===== config.mk =====
export PLATFORM = sky130hd
export DESIGN_NAME = srjb_cell
export DESIGN_NICKNAME = d
export VERILOG_FILES = /design/src/hdl/srjb_pkg.sv /design/src/hdl/srjb_cell.sv
export SDC_FILE = /design/constraint.sdc
export NUM_CORES = 1
export LEC_CHECK = 0
export BUFFER_PORTS_ARGS = -buffer_cell sky130_fd_sc_hd__buf_2
export CORE_MARGIN = 8
export CORE_UTILIZATION = 46
export DETAILED_ROUTE_END_ITERATION = 8
export GPL_ROUTABILITY_DRIVEN = 0
export PLACE_DENSITY = 0.83
export RECOVER_POWER = 100
export REMOVE_ABC_BUFFERS = 1
export SLEW_MARGIN = 10
export SYNTH_ARGS = -nofsm -noshare
export SYNTH_HDL_FRONTEND = slang
export SYNTH_SLANG_ARGS = --single-unit

===== constraint.sdc =====
create_clock -name clk_i -period 4.83 [get_ports clk_i]
set_input_delay 0.7245 -clock clk_i [delete_from_list [all_inputs] [get_ports clk_i]]
set_output_delay 0.7245 -clock clk_i [all_outputs]
set_load 0.1 [all_outputs]

===== src/hdl/srjb_pkg.sv =====
// shared types, constants and helpers for the sequence reorder jitter buffer
`default_nettype none

package srjb_pkg;

  // number of descriptor cells in the row
  localparam int unsigned CAPACITY = 64;
  localparam int unsigned IDX_W    = $clog2(CAPACITY);
  localparam int unsigned CNT_W    = $clog2(CAPACITY + 1);

  localparam int unsigned SEQ_W    = 16;
  localparam int unsigned HDL_W    = 16;
  localparam int unsigned LEN_W    = 12;
  localparam int unsigned LATE_W   = 7;
  localparam int unsigned STAT_W   = 3;

  localparam logic [LATE_W-1:0] MAX_LATE_RESET = 7'd32;

  // request codes
  localparam logic REQ_PUSH = 1'b0;
  localparam logic REQ_POP  = 1'b1;

  // result status codes
  localparam logic [STAT_W-1:0] ST_STORED   = 3'd0;
  localparam logic [STAT_W-1:0] ST_LATE     = 3'd1;
  localparam logic [STAT_W-1:0] ST_DUP      = 3'd2;
  localparam logic [STAT_W-1:0] ST_FULL     = 3'd3;
  localparam logic [STAT_W-1:0] ST_POPPED   = 3'd4;
  localparam logic [STAT_W-1:0] ST_NOTHING  = 3'd5;

  typedef logic [IDX_W-1:0] idx_t;
  typedef logic [CNT_W-1:0] cnt_t;
  typedef logic [SEQ_W-1:0] seq_t;
  typedef logic [HDL_W-1:0] hdl_t;
  typedef logic [LEN_W-1:0] len_t;

  // search token that walks down the cell row, one cell per cycle
  typedef struct packed {
    logic go;
    seq_t want;
    seq_t expd;
    logic match_found;
    idx_t match_idx;
    hdl_t match_handle;
    len_t match_length;
    logic free_found;
    idx_t free_idx;
    logic best_found;
    idx_t best_idx;
    seq_t best_dist;
    seq_t best_seq;
    hdl_t best_handle;
    len_t best_length;
  } scan_t;

  // update broadcast from the controller to every cell
  typedef struct packed {
    logic wr_en;
    logic clr_en;
    idx_t idx;
    seq_t seq;
    hdl_t handle;
    len_t length;
  } cmd_t;

  // a comes before b in wrapping sequence order
  function automatic logic seq_precedes(input seq_t a, input seq_t b);
    seq_t diff;
    diff = a - b;
    return diff[SEQ_W-1];
  endfunction

endpackage

`default_nettype wire


===== src/hdl/srjb_cell.sv =====
// one descriptor slot plus one stage of the search token row
`default_nettype none

module srjb_cell (
  input  wire logic            clk_i,
  input  wire logic            rst_ni,
  input  wire srjb_pkg::idx_t  cell_idx_i,
  input  wire srjb_pkg::scan_t scan_i,
  input  wire srjb_pkg::cmd_t  cmd_i,
  output srjb_pkg::scan_t      scan_o
);

  logic            valid_q;
  srjb_pkg::seq_t  seq_q;
  srjb_pkg::hdl_t  handle_q;
  srjb_pkg::len_t  length_q;
  srjb_pkg::scan_t scan_d;
  srjb_pkg::scan_t scan_q;
  logic            go_q;
  srjb_pkg::seq_t  fwd_dist;
  logic            hit;
  logic            sel;

  // merge this slot into the passing token
  always_comb begin
    scan_d   = scan_i;
    fwd_dist = seq_q - scan_i.expd;
    hit      = valid_q && (seq_q == scan_i.want);
    if (hit && !scan_i.match_found) begin
      scan_d.match_found  = 1'b1;
      scan_d.match_idx    = cell_idx_i;
      scan_d.match_handle = handle_q;
      scan_d.match_length = length_q;
    end
    if (!valid_q && !scan_i.free_found) begin
      scan_d.free_found = 1'b1;
      scan_d.free_idx   = cell_idx_i;
    end
    if (valid_q && (!scan_i.best_found || (fwd_dist < scan_i.best_dist))) begin
      scan_d.best_found  = 1'b1;
      scan_d.best_idx    = cell_idx_i;
      scan_d.best_dist   = fwd_dist;
      scan_d.best_seq    = seq_q;
      scan_d.best_handle = handle_q;
      scan_d.best_length = length_q;
    end
  end

  assign sel = (cmd_i.idx == cell_idx_i);

  // slot occupancy and token strobe
  always_ff @(posedge clk_i or negedge rst_ni) begin
    if (!rst_ni) begin
      valid_q <= 1'b0;
      go_q    <= 1'b0;
    end else begin
      go_q <= scan_i.go;
      if (cmd_i.wr_en && sel) begin
        valid_q <= 1'b1;
      end else if (cmd_i.clr_en && sel) begin
        valid_q <= 1'b0;
      end
    end
  end

  // slot contents and token payload
  always_ff @(posedge clk_i) begin
    if (cmd_i.wr_en && sel) begin
      seq_q    <= cmd_i.seq;
      handle_q <= cmd_i.handle;
      length_q <= cmd_i.length;
    end
    scan_q <= scan_d;
  end

  // token strobe comes from the reset register
  always_comb begin
    scan_o    = scan_q;
    scan_o.go = go_q;
  end

endmodule

`default_nettype wire


==> flow_summary_export.csv <==
group,metric,value,unit
logic_synthesis,synth-seq-cells,187,
outcome,status,"complete, but fails checks",
logic_synthesis,synth_top_area_share,39.9,%
clock_network,clk_pin_slew_worst_paths,0.07,ns
cells_and_area,post_route_cells_drive_above_1_share,31.7,%
floorplanning,io_pins,344,
power,p_sw_share,43.1,%
logic_synthesis,yosysMostFrequentCell,"dfxtp_1",
detailed_routing,dr_total_vias,5277,
power,combPwrFrac,36.0,%
logic_synthesis,yosys_warnings,0,
floorplanning,die_w,140,µm
place,post_dp_cell_area,9000,µm²
logic_synthesis,async_flop_share,1.07,%
logic_synthesis,synthesis.area,7080,µm²
global_routing,first_global_vias,5550,
power,seq_power_share,36.4,%
place,dp_hpwl,16900,µm
clock_network,clock_latency,0.43,ns
clock_network,cts_max_level,4,
timing,worstMarginPinSlew,2.05,ns
floorplanning,die_h,140,µm
worst_setup_path,cp-end-kind,"register",
global_routing,grt_max_degree,36,
logic_synthesis,synthFlopType,"dfxtp_1",
timing,whs,0.0785,ns
flow_run,max_cap_violations,3,
detailed_routing,wire_per_inst,19.9,µm
power,power_frac_clock,27.7,%
cells_and_area,fin_area,9220,µm²
place,portBuffers,343,
outcome,violations,"capacitance limit, slew limit",
power,p_leak,4.02,nW
logic_synthesis,syn_avg_cell_area,13.9,µm²
power,intPower,2.85,mW
floorplanning,dieArea,19600,µm²
global_routing,antenna_found_initial,3,
power,power.density,543,nW/µm²
worst_setup_path,crit_type,"reg -> reg",
worst_setup_path,required,5.14,ns
detailed_routing,postRouteAntennaNets,0,
clock_network,cts_setup_buffers,0,
power,finalPower,5.01,mW
detailed_routing,initialDrtViolationCount,190,
clock_network,max-clock-path-buffers,2,
timing,finalHoldViolCount,0,
clock_network,numClockSinks,187,
logic_synthesis,synth_area_leaders,"dfxtp_1 (40%), edfxtp_1 (19%), mux2_2 (10%)",
clock_network,root_buffer,"clkbuf_16",
floorplanning,num_rows,45,
timing,fmax,238,MHz
logic_synthesis,yosys-top-cells-count,"dfxtp_1 (141), mux2_2 (66), edfxtp_1 (44)",
global_routing,grt_pass1_wl,30900,µm
logic_synthesis,yosysTopAreaCell,"dfxtp_1",
timing,maxSlewHeadroom,-36.4,%
detailed_routing,drt-pass1-iter-count,4,
timing,setup_viol_count_final,0,
cells_and_area,fin_nets,1097,
detailed_routing,drc,0,
logic_synthesis,ys_seq_area_share,59.2,%
logic_synthesis,ys_types,44,
worst_setup_path,cp.arrival,4.50,ns
global_routing,track_usage,20.8,%
clock_network,postCtsHoldBufs,0,
cells_and_area,area_delta_synth_final,30.3,%
logic_synthesis,synth_edf_count,44,
detailed_routing,wirelength,21200,µm
power,ir_drop,0.337,mV
clock_network,numCtsBuffers,17,
worst_setup_path,critPathMaxFanout,35,
timing,slew_viol_final,83,
clock_network,cts_resized,0,
worst_setup_path,startpoint_type,"register",
timing,fin_setup_tns,0,ns
floorplanning,start_util,46.7,%
timing,skew,0.00891,ns
power,p_switching,2.16,mW
global_routing,overflow,0,
clock_network,tritoncts,"built",
timing,fin_crit,4.19,ns
timing,grt_setup_unrepaired,"false",
timing,period_share,86.8,%
hold_path,hp-class,"in -> async",
logic_synthesis,synthCells,510,
detailed_routing,via_per_inst,4.95,
floorplanning,coreArea,15100,µm²
==> final cells by class <==
class,instances,area [µm²]
antenna,2,5.00
clock inverter,13,133
inverter,34,128
timing repair buffer,348,1560
clock buffer,19,453
multi-input combinational,276,2520
tap,188,235
sequential,187,4190
fill,1323,5920
==> power groups by stage <==
stage / registers (mW) / clock network [mW] / logic (mW)
5_1_grt: 1.83 / 1.46 / 1.86
4_1_cts: 1.82 / 1.41 / 1.94
3_3_place_gp: 1.85 / 0 / 1.91
2_1_floorplan: 3.00 / 0 / 0.436
6_report: 1.82 / 1.38 / 1.80
3_5_place_dp: 1.85 / 0 / 1.93
==> sequential cells by signal, summed over array words and instances, names as in the netlist <==
| name | count |
|---|---|
| go_q | 1 |
| valid_q | 1 |
| scan_o | 141 |
| handle_q | 16 |
| seq_q | 16 |
| length_q | 12 |
==> layer usage <==
layer  track usage, %  share of wire, %  vias up
li1                 -                 -     2516
met5                0              0.24        -
met3             9.14               9.6       33
met1             19.3                36     2484
met4             8.40               1.9        6
met2             39.1                52      238
==> through the flow <==
step	setup WS (ns)	std cells	utilization (%)
floorplan	-0.946	497	-
global placement	0.545	1033	59.4
detailed placement	0.387	1033	59.4
CTS	0.598	1065	63.3
global route	0.420	1065	60.9
finish	0.635	1067	60.9
==> cell families (layout without fill, tap and decap cells) <==
logic type | after synthesis | count (layout) | share of synthesized area [%]
AOI/OAI and AO/OA | 59 | 59 | 5.57
xor gates and xnor gates | 34 | 34 | 4.21
adders and majority gates | 31 | 31 | 5.59
buffers and inverters | 47 | 414 | 3.18
DFF | 187 | 187 | 59.2
muxes | 106 | 106 | 18.9
other | 0 | 2 | 0
and+or+nand+nor | 46 | 46 | 3.30
==> final timing paths <==
kind	slack, ns	cells after the start	startpoint	to
min in group clk_i	0.41	1	scan_i[141]	go_q
worst min register to register	0.50	1	length_q[0]	scan_o[0]
worst min-delay path	0.08	1	rst_ni	go_q
worst max register to register	0.64	16	seq_q[0]	scan_o[1]
worst max-delay path	0.64	16	seq_q[0]	scan_o[1]
max in group asynchronous	4.61	1	rst_ni	valid_q
==> worst max-delay path: stages, from the launching register on <==
cell and delay [ns]:
edfxtp_1 0.45, inv_1 0.09, ha_1 0.15, inv_1 0.05
fa_1 0.41, a211oi_1 0.24, o21ai_0 0.26, a211oi_1 0.41
o21ai_0 0.18, xor2_1 0.23, ha_1 0.30, a21oi_1 0.16
o21ai_0 0.11, a21oi_1 0.15, o31a_2 0.23, buf_12 0.23
mux2_2 0.38
==> placed cells by master, fill, tap and decap left out, types with 3 or more instances in the layout <==
cell type / n
nand2_1: 12
nand4_1: 4
edfxtp_1: 44
a211oi_1: 5
xor2_1: 19
ha_1: 30
buf_2: 172
xnor2_1: 15
nand3_1: 4
inv_1: 34
nor3_1: 3
mux2_1: 38
inv_6: 3
inv_8: 3
clkbuf_16: 17
a21oi_1: 21
dfxtp_1: 141
clkinv_4: 3
nand2b_1: 4
nor2_1: 9
o21ai_0: 8
clkbuf_1: 173
a21o_1: 11
mux2_2: 66
Note: power is estimated with default switching activity, not from simulation.
