## config.mk

```make
export PLATFORM = sky130hd
export DESIGN_NAME = srjb_ctrl
export DESIGN_NICKNAME = d
export VERILOG_FILES = /design/src/hdl/srjb_pkg.sv /design/src/hdl/srjb_ctrl.sv
export SDC_FILE = /design/constraint.sdc
export NUM_CORES = 1
export LEC_CHECK = 0
export BUFFER_PORTS_ARGS = -buffer_cell sky130_fd_sc_hd__buf_4
export CAP_MARGIN = 20
export CORE_MARGIN = 4
export CORE_UTILIZATION = 30
export CTS_CLUSTER_SIZE = 28
export DETAILED_ROUTE_END_ITERATION = 10
export PLACE_DENSITY = 0.64
export SETUP_SLACK_MARGIN = 0.4
export SLEW_MARGIN = 5
export SYNTH_ARGS = -nofsm -noshare
export SYNTH_HDL_FRONTEND = slang
export SYNTH_SLANG_ARGS = --single-unit
```

## constraint.sdc

```tcl
create_clock -name clk_i -period 4.8 [get_ports clk_i]
set_input_delay 0.48 -clock clk_i [delete_from_list [all_inputs] [get_ports clk_i]]
set_output_delay 0.48 -clock clk_i [all_outputs]
set_load 0.02 [all_outputs]
```

## src/hdl/srjb_pkg.sv

```systemverilog
// shared types, constants and helpers for the sequence reorder jitter buffer
`default_nettype none

package srjb_pkg;

  // number of descriptor cells in the row
  localparam int unsigned CAPACITY = 64;
  localparam int unsigned IDX_W    = $clog2(CAPACITY);
  localparam int unsigned CNT_W    = $clog2(CAPACITY + 1);

  localparam int unsigned SEQ_W    = 16;
  localparam int unsigned HDL_W    = 16;
  localparam int unsigned LEN_W    = 12;
  localparam int unsigned LATE_W   = 7;
  localparam int unsigned STAT_W   = 3;

  localparam logic [LATE_W-1:0] MAX_LATE_RESET = 7'd32;

  // request codes
  localparam logic REQ_PUSH = 1'b0;
  localparam logic REQ_POP  = 1'b1;

  // result status codes
  localparam logic [STAT_W-1:0] ST_STORED   = 3'd0;
  localparam logic [STAT_W-1:0] ST_LATE     = 3'd1;
  localparam logic [STAT_W-1:0] ST_DUP      = 3'd2;
  localparam logic [STAT_W-1:0] ST_FULL     = 3'd3;
  localparam logic [STAT_W-1:0] ST_POPPED   = 3'd4;
  localparam logic [STAT_W-1:0] ST_NOTHING  = 3'd5;

  typedef logic [IDX_W-1:0] idx_t;
  typedef logic [CNT_W-1:0] cnt_t;
  typedef logic [SEQ_W-1:0] seq_t;
  typedef logic [HDL_W-1:0] hdl_t;
  typedef logic [LEN_W-1:0] len_t;

  // search token that walks down the cell row, one cell per cycle
  typedef struct packed {
    logic go;
    seq_t want;
    seq_t expd;
    logic match_found;
    idx_t match_idx;
    hdl_t match_handle;
    len_t match_length;
    logic free_found;
    idx_t free_idx;
    logic best_found;
    idx_t best_idx;
    seq_t best_dist;
    seq_t best_seq;
    hdl_t best_handle;
    len_t best_length;
  } scan_t;

  // update broadcast from the controller to every cell
  typedef struct packed {
    logic wr_en;
    logic clr_en;
    idx_t idx;
    seq_t seq;
    hdl_t handle;
    len_t length;
  } cmd_t;

  // a comes before b in wrapping sequence order
  function automatic logic seq_precedes(input seq_t a, input seq_t b);
    seq_t diff;
    diff = a - b;
    return diff[SEQ_W-1];
  endfunction

endpackage

`default_nettype wire

```

## src/hdl/srjb_ctrl.sv

```systemverilog
// request sequencer: launches the search token, decides and commits the outcome
`default_nettype none

module srjb_ctrl (
  input  wire logic                            clk_i,
  input  wire logic                            rst_ni,
  input  wire logic                            start,
  output logic                                 busy,
  input  wire logic                            req_type_i,
  input  wire srjb_pkg::seq_t                  seq_num_i,
  input  wire srjb_pkg::hdl_t                  payload_handle_i,
  input  wire srjb_pkg::len_t                  payload_length_i,
  input  wire logic [srjb_pkg::LATE_W-1:0]     max_late_i,
  output srjb_pkg::scan_t                      scan_o,
  input  wire srjb_pkg::scan_t                 scan_i,
  output srjb_pkg::cmd_t                       cmd_o,
  output logic                                 done_o,
  output logic [srjb_pkg::STAT_W-1:0]          status_o,
  output srjb_pkg::seq_t                       out_seq_o,
  output srjb_pkg::hdl_t                       out_handle_o,
  output srjb_pkg::len_t                       out_length_o,
  output logic                                 skipped_o,
  output srjb_pkg::seq_t                       lost_total_o
);

  typedef enum logic {
    ST_IDLE,
    ST_SCAN
  } state_e;

  state_e                        state_q, state_d;
  logic                          inj_q, inj_d;
  logic                          started_q, started_d;
  srjb_pkg::seq_t                expected_q, expected_d;
  srjb_pkg::seq_t                lost_q, lost_d;
  srjb_pkg::cnt_t                held_q, held_d;
  logic                          pop_q;
  logic                          late_q;
  srjb_pkg::seq_t                seq_q;
  srjb_pkg::hdl_t                handle_q;
  srjb_pkg::len_t                length_q;
  logic                          done_d;
  logic [srjb_pkg::STAT_W-1:0]   status_d;
  srjb_pkg::seq_t                oseq_d;
  srjb_pkg::hdl_t                ohdl_d;
  srjb_pkg::len_t                olen_d;
  logic                          skip_d;
  logic                          accept;
  srjb_pkg::seq_t                exp_now;
  logic                          late_now;
  logic                          over_late;

  assign accept = start && (state_q == ST_IDLE);
  assign busy   = (state_q == ST_SCAN);

  // first push latches the expected sequence
  assign exp_now  = (!started_q && (req_type_i == srjb_pkg::REQ_PUSH)) ? seq_num_i
                                                                        : expected_q;
  assign late_now = srjb_pkg::seq_precedes(seq_num_i, exp_now);
  assign over_late = (32'(held_q) >= 32'(max_late_i));

  // token injected at the head of the row
  always_comb begin
    scan_o      = '0;
    scan_o.go   = inj_q;
    scan_o.want = pop_q ? expected_q : seq_q;
    scan_o.expd = expected_q;
  end

  // outcome of the search once the token leaves the row
  always_comb begin
    state_d    = state_q;
    inj_d      = 1'b0;
    started_d  = started_q;
    expected_d = expected_q;
    lost_d     = lost_q;
    held_d     = held_q;
    done_d     = 1'b0;
    status_d   = srjb_pkg::ST_NOTHING;
    oseq_d     = '0;
    ohdl_d     = '0;
    olen_d     = '0;
    skip_d     = 1'b0;
    cmd_o      = '0;
    unique case (state_q)
      ST_IDLE: begin
        if (accept) begin
          state_d = ST_SCAN;
          inj_d   = 1'b1;
          if (req_type_i == srjb_pkg::REQ_PUSH) begin
            started_d  = 1'b1;
            expected_d = exp_now;
          end
        end
      end
      ST_SCAN: begin
        if (scan_i.go) begin
          state_d = ST_IDLE;
          done_d  = 1'b1;
          if (!pop_q) begin
            if (late_q) begin
              status_d = srjb_pkg::ST_LATE;
            end else if (scan_i.match_found) begin
              status_d = srjb_pkg::ST_DUP;
            end else if (!scan_i.free_found) begin
              status_d = srjb_pkg::ST_FULL;
            end else begin
              status_d     = srjb_pkg::ST_STORED;
              held_d       = held_q + srjb_pkg::cnt_t'(1);
              cmd_o.wr_en  = 1'b1;
              cmd_o.idx    = scan_i.free_idx;
              cmd_o.seq    = seq_q;
              cmd_o.handle = handle_q;
              cmd_o.length = length_q;
            end
          end else if (held_q != '0) begin
            if (scan_i.match_found) begin
              status_d     = srjb_pkg::ST_POPPED;
              oseq_d       = expected_q;
              ohdl_d       = scan_i.match_handle;
              olen_d       = scan_i.match_length;
              held_d       = held_q - srjb_pkg::cnt_t'(1);
              expected_d   = expected_q + srjb_pkg::seq_t'(1);
              cmd_o.clr_en = 1'b1;
              cmd_o.idx    = scan_i.match_idx;
            end else if (over_late && scan_i.best_found) begin
              status_d     = srjb_pkg::ST_POPPED;
              oseq_d       = scan_i.best_seq;
              ohdl_d       = scan_i.best_handle;
              olen_d       = scan_i.best_length;
              skip_d       = 1'b1;
              lost_d       = lost_q + scan_i.best_dist;
              held_d       = held_q - srjb_pkg::cnt_t'(1);
              expected_d   = scan_i.best_seq + srjb_pkg::seq_t'(1);
              cmd_o.clr_en = 1'b1;
              cmd_o.idx    = scan_i.best_idx;
            end
          end
        end
      end
      default: state_d = ST_IDLE;
    endcase
  end

  // state and registered result
  always_ff @(posedge clk_i or negedge rst_ni) begin
    if (!rst_ni) begin
      state_q    <= ST_IDLE;
      inj_q      <= 1'b0;
      started_q  <= 1'b0;
      expected_q <= '0;
      lost_q     <= '0;
      held_q     <= '0;
      done_o     <= 1'b0;
    end else begin
      state_q    <= state_d;
      inj_q      <= inj_d;
      started_q  <= started_d;
      expected_q <= expected_d;
      lost_q     <= lost_d;
      held_q     <= held_d;
      done_o     <= done_d;
    end
  end

  // request capture and result payload
  always_ff @(posedge clk_i) begin
    if (accept) begin
      pop_q    <= req_type_i;
      late_q   <= late_now;
      seq_q    <= seq_num_i;
      handle_q <= payload_handle_i;
      length_q <= payload_length_i;
    end
    if (done_d) begin
      status_o     <= status_d;
      out_seq_o    <= oseq_d;
      out_handle_o <= ohdl_d;
      out_length_o <= olen_d;
      skipped_o    <= skip_d;
      lost_total_o <= lost_d;
    end
  end

endmodule

`default_nettype wire

```

==> qor.csv <==
metric;value;unit
status;finished, final reports clean;
maxCapViolCount;0;
clk_path_buf_depth;2;
core;30000;µm²
max_slew.worst_pin.slew;0.981;ns
dp_hpwl;21.3;mm
areaGrowthSynthToFinish;31.2;%
first_iter_violations;329;
grt_use_met1;0.195;
ant_nets;0;
ys_types;73;
synthTopCellsByCount;buf_4, edfxtp_1, and2_1, dfrtp_1, ha_1;
ys_seq_elements;153;
endpoint_kind;primary output;
routedWlPerCell;18.2;µm
gr-max-usage-layer;met2;
synthArstFlopShare;0.281;
synth_most_common_cell;buf_4;
fmax;268;MHz
synthDominantCellAreaShare;0.359;
post_cts_buffers;0;
grt_use_total;0.157;
portBuffers;315;
ys.flop_type;edfxtp_1;
cts_buffers;17;
dp_slack;1.27;ns
netlist_area;9200;µm²
avgSynthCellArea;11.5;µm²
grt_setup_unrepaired;no;
rows;63;
routed_via_density;4.56;
ir_drop;0.284;mV
die_h;183;µm
cts_tree;done;
min_period;3.74;ns
wl;27.6;mm
antenna_found_initial;0;
worstPathRequired;4.32;ns
grt_util_met3;0.0407;
finalSetupTns;0;ns
post-route-drc-count;0;
finalCritPeriodShare;0.779;
first_pass_iters;5;
postCtsResizedCells;0;
diodes;0;
start_util;0.307;
cts-root-buf;clkbuf_16;
clk_latency;0.43;ns
io_pins;457;
cts_max_level;4;
worstSetupPathType;reg2out;
power_density;421;nW/µm²
cts.sinks;153;
crit_fanout;28;
maxSlewHeadroom;0.345;
hold_class;in2async;
grt-ovfl-total;0;
skew;0.0180;ns
hold_buffers;0;
via_count;6930;
die_w;183;µm
seq_area_frac_synth;0.476;
grt_pass1_wl;40.7;mm
grt_max_degree;54;
setup.worst_path.start_class;flop;
r2r_slack;1.46;ns
setup_viol;0;
synth_edf_count;110;
yosys.area.top_type;edfxtp_1;
grtUsageMet2;0.276;
drive_above_1_share;0.359;
grt_pass1_vias;7098;
cp.arrival;3.26;ns
dieArea;33500;µm²
nets;1359;
gp_congestion;0.796;
dpl-instance-area;11500;µm²
clkTransAtPathRegs;0.07;ns
p_leak;5.46;nW
netlist_top_cells_area;edfxtp_1, dfrtp_1, buf_4, ha_1, mux2i_1;
syn_inst;803;
finalMaxSlewViolations;0;
fin_ws;1.06;ns
fin_area;12100;µm²
yosys_warnings;0;
hold_viol;0;
[cell usage in the layout, fill, tap and decap left out, types with 27 or more instances in the layout]
cell type / count
a22o_1: 29
and2_1: 47
buf_4: 326
conb_1: 109
dfrtp_1: 43
edfxtp_1: 110
ha_1: 42
mux2_2: 27
mux2i_1: 34
nand2_1: 38
nor2_1: 36
[final cells by class]
| type | instances | area, µm² |
|---|---|---|
| clock buffer | 22 | 444 |
| clock inverter | 10 | 75.1 |
| fill | 2952 | 17900 |
| inverter | 30 | 113 |
| multi-input combinational | 590 | 4120 |
| sequential | 153 | 4380 |
| tap | 390 | 488 |
| timing repair buffer | 326 | 2450 |
[final timing paths]
| check | to | depth (start not counted) | startpoint |
|---|---|---|---|
| max reg2reg | lost_total_o[7] | 9 | held_q[0] |
| min | done_o | 1 | rst_ni |
| min in group clk_i | handle_q[11] | 1 | payload_handle_i[11] |
| min reg2reg | lost_q[0] | 2 | lost_q[0] |
| max | cmd_o[49] | 10 | held_q[0] |
| max in group asynchronous | expected_q[1] | 1 | rst_ni |
[metal layers]
| layer | wire, µm | vias to the layer above |
|---|---|---|
| met5 | 0 | - |
| met4 | 200 | 0 |
| met3 | 1760 | 15 |
| met2 | 14200 | 233 |
| met1 | 11500 | 3347 |
| li1 | - | 3335 |
[sequential cells by signal, indices dropped and copies added (netlist names)]
signal,flops
busy,1
done_o,1
expected_q,16
handle_q,16
held_q,7
inj_q,1
late_q,1
length_q,12
lost_q,16
lost_total_o,16
out_handle_o,16
out_length_o,12
out_seq_o,16
pop_q,1
seq_q,16
skipped_o,1
started_q,1
status_o,3
[stage by stage]
step	hold slack (ns)	std cells	power, mW	util
3_3_place_gp	0.488	1489	3.86	0.386
3_5_place_dp	0.489	1489	3.91	0.386
5_1_grt	0.120	1521	5.44	0.403
6_report	0.0928	1521	5.08	0.403
4_1_cts	0.0904	1521	5.16	0.403
2_1_floorplan	0.184	911	3.27	-
[report_power, final]
part | switching (mW) | total, mW | internal [mW] | leakage (nW)
logic | 1.11 | 1.98 | 0.870 | 3.64
registers | 0.221 | 1.89 | 1.67 | 1.57
clock network | 0.550 | 1.21 | 0.664 | 0.249
[critical path, stage by stage (launching register included)]
cell and delay, ns:
dfrtp_1 0.37, inv_1 0.10, ha_1 0.27, nand2b_1 0.09, a31oi_1 0.09, o21ai_1 0.52, nand2_2 0.48, inv_2 0.46
a222oi_1 0.19, inv_1 0.10, buf_4 0.14
[cell families (layout without fill, tap and decap cells)]
group,after synthesis,count (layout),synth area share
multiplexers,69,69,0.0803
XOR/XNOR,33,33,0.0314
other,1,109,0.000408
buffers and inverters,168,388,0.120
flip-flops,153,153,0.476
AO/OA/AOI/OAI,146,146,0.116
adder cells (fa/ha/maj),44,44,0.0615
AND/OR/NAND/NOR,189,189,0.114
No activity file was read; power rests on OpenSTA's default activity.
